## src/rtl/vtm_pkg.sv

```systemverilog
// ----------------------------------------------------------------------------
// vtm_pkg
// Shared widths, types and constants of the tensor-magnitude block.
// ----------------------------------------------------------------------------
package vtm_pkg;

  localparam int unsigned FracBitsDefault   = 16;
  localparam int unsigned QueueDepthDefault = 4;

  localparam int unsigned GRAD_W = 32;   // one gradient component
  localparam int unsigned DOT_W  = 64;   // diagonal sums and dot magnitudes
  localparam int unsigned NORM_W = 66;   // squared Frobenius norm
  localparam int unsigned PROD_W = 128;  // product of two 64-bit values
  localparam int unsigned TERM_W = 130;  // sum of three products
  localparam int unsigned QUO_W  = 64;   // quotient of the division
  localparam int unsigned ROOT_W = 32;   // square root
  localparam int unsigned SREM_W = 65;   // square-root remainder

  localparam int unsigned NumGrad = 9;
  localparam int unsigned NumProd = 6;

  // Operand pairs of the six 64x64 products: three diagonal cross terms
  // and the squares of the three off-diagonal magnitudes.
  localparam int unsigned PairA [NumProd] = '{0, 0, 1, 3, 4, 5};
  localparam int unsigned PairB [NumProd] = '{1, 2, 2, 3, 4, 5};

  typedef struct packed {
    logic floored;
    logic saturated;
  } flag_t;

  typedef struct packed {
    logic [NORM_W-1:0] norm;
    logic [TERM_W-1:0] bb;
    flag_t             flags;
  } rec_t;

endpackage

```

## src/rtl/vtm_queue.sv

```systemverilog
// ----------------------------------------------------------------------------
// vtm_queue
// Short first-in first-out queue between the front and the back part.
// ----------------------------------------------------------------------------
module vtm_queue import vtm_pkg::*; #(
  parameter int unsigned DEPTH = QueueDepthDefault
) (
  input  logic clk_i,
  input  logic rst_ni,
  input  logic push_i,
  input  rec_t rec_i,
  output logic full_o,
  input  logic pop_i,
  output logic empty_o,
  output rec_t rec_o
);

  localparam int unsigned PtrW = $clog2(DEPTH);
  localparam int unsigned CntW = $clog2(DEPTH + 1);

  rec_t            mem_q [DEPTH];
  logic [PtrW-1:0] wr_q, rd_q;
  logic [CntW-1:0] cnt_q;

  assign full_o  = cnt_q == CntW'(DEPTH);
  assign empty_o = cnt_q == '0;
  assign rec_o   = mem_q[rd_q];

  always_ff @(posedge clk_i or negedge rst_ni) begin
    if (!rst_ni) begin
      wr_q  <= '0;
      rd_q  <= '0;
      cnt_q <= '0;
    end else begin
      if (push_i) begin
        wr_q <= (wr_q == PtrW'(DEPTH - 1)) ? '0 : wr_q + 1'b1;
      end
      if (pop_i) begin
        rd_q <= (rd_q == PtrW'(DEPTH - 1)) ? '0 : rd_q + 1'b1;
      end
      if (push_i && !pop_i) begin
        cnt_q <= cnt_q + 1'b1;
      end else if (!push_i && pop_i) begin
        cnt_q <= cnt_q - 1'b1;
      end
    end
  end

  always_ff @(posedge clk_i) begin
    if (push_i) begin
      mem_q[wr_q] <= rec_i;
    end
  end

endmodule

```

## config.mk

```make
export PLATFORM = sky130hd
export DESIGN_NAME = vtm_queue
export DESIGN_NICKNAME = d
export VERILOG_FILES = /design/src/rtl/vtm_pkg.sv /design/src/rtl/vtm_queue.sv
export SDC_FILE = /design/constraint.sdc
export NUM_CORES = 1
export LEC_CHECK = 0
export BUFFER_PORTS_ARGS = -buffer_cell sky130_fd_sc_hd__buf_2
export CAP_MARGIN = 20
export CORE_AREA = 2 2 273 275
export DETAILED_ROUTE_END_ITERATION = 6
export DIE_AREA = 0 0 275 277
export SLEW_MARGIN = 20
export SYNTH_ARGS = -nofsm -noshare
export SYNTH_HDL_FRONTEND = slang
export SYNTH_SLANG_ARGS = --single-unit
```

## constraint.sdc

```tcl
create_clock -name clk_i -period 10.5 [get_ports clk_i]
set_input_delay 1.05 -clock clk_i [delete_from_list [all_inputs] [get_ports clk_i]]
set_output_delay 1.05 -clock clk_i [all_outputs]
set_load 0.02 [all_outputs]
```

==> results.txt <==
The fill cell total of the finished layout came out at 6,125. The worst setup slack after placement came out at ~5.6 ns. The number of global-route vias before repair is 13,678. The quantity of gates resized following cts came out at 0. The count of standard-cell rows came out at 100.

The count of nets left with antenna violations once routing finished came out at 0. The initial cell density of the core came out at 39.4%. Walking the worst path, the cells encountered are buf_12 > buf_16 > buf_4 > mux4_2 > buf_2. The number of top-level pins came out at 402. The die footprint came out at 76,200 um^2. The initial detailed-routing violation count came out at 940. The post-CTS setup buffer count is 0. The final total negative setup slack came out at 0 ns. IR analysis of the VDD net gives a maximum drop of 0.173 mV. The setup slack after layout came out at 5.13 ns. The portion of total power attributed to the clock network came out at 28.2%.

The final routed DRC violation total came out at 0. Counting every net in the synthesized netlist gives 1,280. Signal routing reaches up to met5. Each instance of the synthesized netlist takes up on average around 27 um^2.

The cell leakage power is 11.7 nW. For this run, the top clock speed supported by timing is 0.186 GHz. The final critical-path required period came out at 5.37 ns. The netlist area before placement is 29,000 um^2. The final cycle utilization of the critical path came out at about half. The number of standard cells after synthesis is 1,071. The final net count is 1,739. The switching power share of the total came out at ~31%. The pin count of the biggest net entering global routing came out at ~120.

Leaving out fill and tap cells, the most frequent cell in the layout is sky130_fd_sc_hd__edfxtp_1. The maximum fanout count along the critical path came out at 77. Setup repair after global routing left no endpoint under its margin.

Buffers inserted to repair hold after CTS numbered 0. Yosys printed 0 warnings. Summed over all nets, wire length on met2 after detailed routing comes to just over 30,000 um.

The average wire length per cell after detail routing is between 20 and 25 um. The count of pins over their slew limit is 0. The synthesis-to-layout area growth is 19.8%. The tree is rooted in a sky130_fd_sc_hd__clkbuf_16. The analysis attributes to net switching a power of 0.00316 W. STA classifies the critical path startpoint as a flip-flop. The internal power summed over all cells came out at 0.00693 W. The worst hold path belongs to the class primary input to asynchronous set/reset pin. In this run the power density over the cells is roughly 290 nW/um^2. The number of antenna violations at the first check in global routing came out at 12. The count of different cell masters after synthesis came out at 18.

The worst setup path is captured at an output port. The register cell area after layout is 24,000 um^2. The longest clock path from root to sink contains 3 buffers. On the worst path, the slowest cell contributes a delay of 0.99 ns. The quantity of I/O buffers inserted on ports came out at 401. The met3 wire length is 3750 um. The height of the die is 277 um. The total clock buffers created by CTS is 84. The TritonCTS clock tree is built. The required arrival time at the worst endpoint is 9.45 ns. The routability congestion estimate from global placement is 0.741. The arrival time at the worst endpoint came out at 4.32 ns. The final hold violation count is 0. The clock reaches the later pin of the worst-skew pair after 0.62 ns.

The fraction of final layout cells with drive strength greater than 1 came out at 46.2%. The number of max-capacitance violations reported came out at 0. Using the TritonRoute via totals, the vias-per-cell ratio works out to 5.00.

On the final layout, the worst clock skew is 0.0200 ns. Headroom to the max-slew limit came out at 32.6%. Across all layers, the routed design uses between 10,000 and 15,000 vias. The total area inside the core boundary comes to 73,600 um^2. The global router's overall resource usage is around 15%. The synthesized design contains between 700 and 800 register bits. Summing all multi-input logic gate instances after layout gives about 4700 um^2. After global routing the overflow that remains totals 0. The clock transition at the register clock pins on the worst setup and hold paths after CTS came out at approximately 0.060 ns. The flow ran to the end, and the final reports show no timing, DRC or antenna violations. The length of routed wiring on met1 is 22,500 um.

The critical path start-end classification is flip-flop to output port. The slowest stage of the critical path belongs to the cell sky130_fd_sc_hd__dfrtp_4. Wires add up to 58,600 um.

The share of the yosys chip area belonging to registers is 82.6%. The x dimension of the die came out at 275 um. The final HPWL from detailed placement came out at ~35,000 um. The power share of the combinational group is 29.5%. The count of endpoints failing setup in the final report is 0.

The first TritonRoute pass finished after 5 iterations. The global-route wire length before repair is approximately 87,000 um. The part of the total power dissipated in sequential elements came out at 42.3%.

The transition at the pin with the smallest max-transition slack came out at 1.01 ns. The top cell types in the final layout, fill and taps aside, are 792 x sky130_fd_sc_hd__edfxtp_1, 401 x sky130_fd_sc_hd__buf_2, 198 x sky130_fd_sc_hd__mux4_2. The number of clock sinks seen by CTS came out at 799. In this run the number of H-tree levels came out at 3.
==> through the flow <==
step | util [%] | instance area [um^2] | total power [W] | std cells | hold slack [ns]
floorplan | - | 29000 | 0.00650 | 1071 | 0.456
global placement | 43.6 | 32000 | 0.00737 | 2412 | 0.472
detailed placement | 43.6 | 32000 | 0.00740 | 2412 | 0.480
CTS | 47.2 | 34700 | 0.0103 | 2566 | 0.252
global route | 47.2 | 34800 | 0.0106 | 2572 | 0.282
finish | 47.2 | 34800 | 0.0101 | 2572 | 0.297
==> critical path, delay by kind of cell (launching register included) <==
family	cells	cell delay (ns)
flip-flops	1	0.99
buffers and inverters	4	1.94
multiplexers	1	0.62
==> area by class of cell <==
cell class / instances / share of cell area, %
diodes: 5 / 0.0360
clock buffers: 105 / 6.28
clock inverters: 49 / 1.41
inverters: 4 / 0.0432
multi-input cells: 224 / 13.5
flip-flops and latches: 799 / 69.0
well taps: 969 / 3.49
repair buffers: 417 / 6.29
==> routing by layer <==
metal,vias up,track usage (%)
met1,6804,18.7
met4,10,5.25
met2,345,26.3
met5,-,0
met3,99,4.34
li1,5608,-
==> registers in the layout (all words and copies together) (netlist names) <==
signal  cells
rd_q        2
wr_q        2
mem_q     792
cnt_q       3
==> final timing paths <==
check / startpoint / to / slack (ns) / depth (start not counted)
worst max-delay path: rd_q[0]$_DFFE_PN0P_ / rec_o[79] / 5.13 / 5
worst min-delay path: rst_ni / cnt_q[0]$_DFFE_PN0P_ / 0.30 / 1
min in group clk_i: cnt_q[2]$_DFFE_PN0P_ / cnt_q[2]$_DFFE_PN0P_ / 0.48 / 1
worst max register to register: wr_q[0]$_DFFE_PN0P_ / mem_q[0][165]$_DFFE_PP_ / 7.30 / 5
worst min register to register: cnt_q[2]$_DFFE_PN0P_ / cnt_q[2]$_DFFE_PN0P_ / 0.48 / 1
max in group asynchronous: rst_ni / rd_q[0]$_DFFE_PN0P_ / 9.99 / 1
==> power groups by stage <==
| stage | sequential [W] | clock, W | combinational (W) |
|---|---|---|---|
| 2_1_floorplan | 0.00433 | 0 | 0.00217 |
| 3_3_place_gp | 0.00431 | 0 | 0.00306 |
| 3_5_place_dp | 0.00434 | 0 | 0.00306 |
| 4_1_cts | 0.00428 | 0.00293 | 0.00306 |
| 5_1_grt | 0.00431 | 0.00306 | 0.00318 |
| 6_report | 0.00426 | 0.00285 | 0.00298 |
==> cells in the mapped netlist <==
cell | n | area, um^2
sky130_fd_sc_hd__and2_1 | 4 | 25.0
sky130_fd_sc_hd__buf_2 | 21 | 105
sky130_fd_sc_hd__buf_4 | 1 | 7.51
sky130_fd_sc_hd__buf_6 | 22 | 248
sky130_fd_sc_hd__dfrtp_1 | 7 | 175
sky130_fd_sc_hd__edfxtp_1 | 792 | 23800
sky130_fd_sc_hd__fa_1 | 1 | 20.0
sky130_fd_sc_hd__ha_1 | 6 | 75.1
sky130_fd_sc_hd__inv_1 | 4 | 15.0
sky130_fd_sc_hd__mux2_2 | 3 | 33.8
sky130_fd_sc_hd__mux4_2 | 198 | 4460
sky130_fd_sc_hd__nand2_1 | 2 | 7.51
sky130_fd_sc_hd__nor2_1 | 3 | 11.3
sky130_fd_sc_hd__nor3_1 | 1 | 5.00
sky130_fd_sc_hd__nor3b_1 | 1 | 7.51
sky130_fd_sc_hd__o21ai_0 | 2 | 10.0
sky130_fd_sc_hd__xnor2_1 | 1 | 8.76
sky130_fd_sc_hd__xor2_1 | 2 | 17.5
==> cell families after synthesis <==
| group | Yosys count | share of synthesized area [%] |
|---|---|---|
| AOI/OAI and AO/OA | 2 | 0.0345 |
| xor gates and xnor gates | 3 | 0.0906 |
| adders and majority gates | 7 | 0.328 |
| buffers and inverters | 48 | 1.29 |
| DFF | 799 | 82.6 |
| muxes | 201 | 15.5 |
| and+or+nand+nor | 11 | 0.194 |
(Power assumes the default switching activity.)
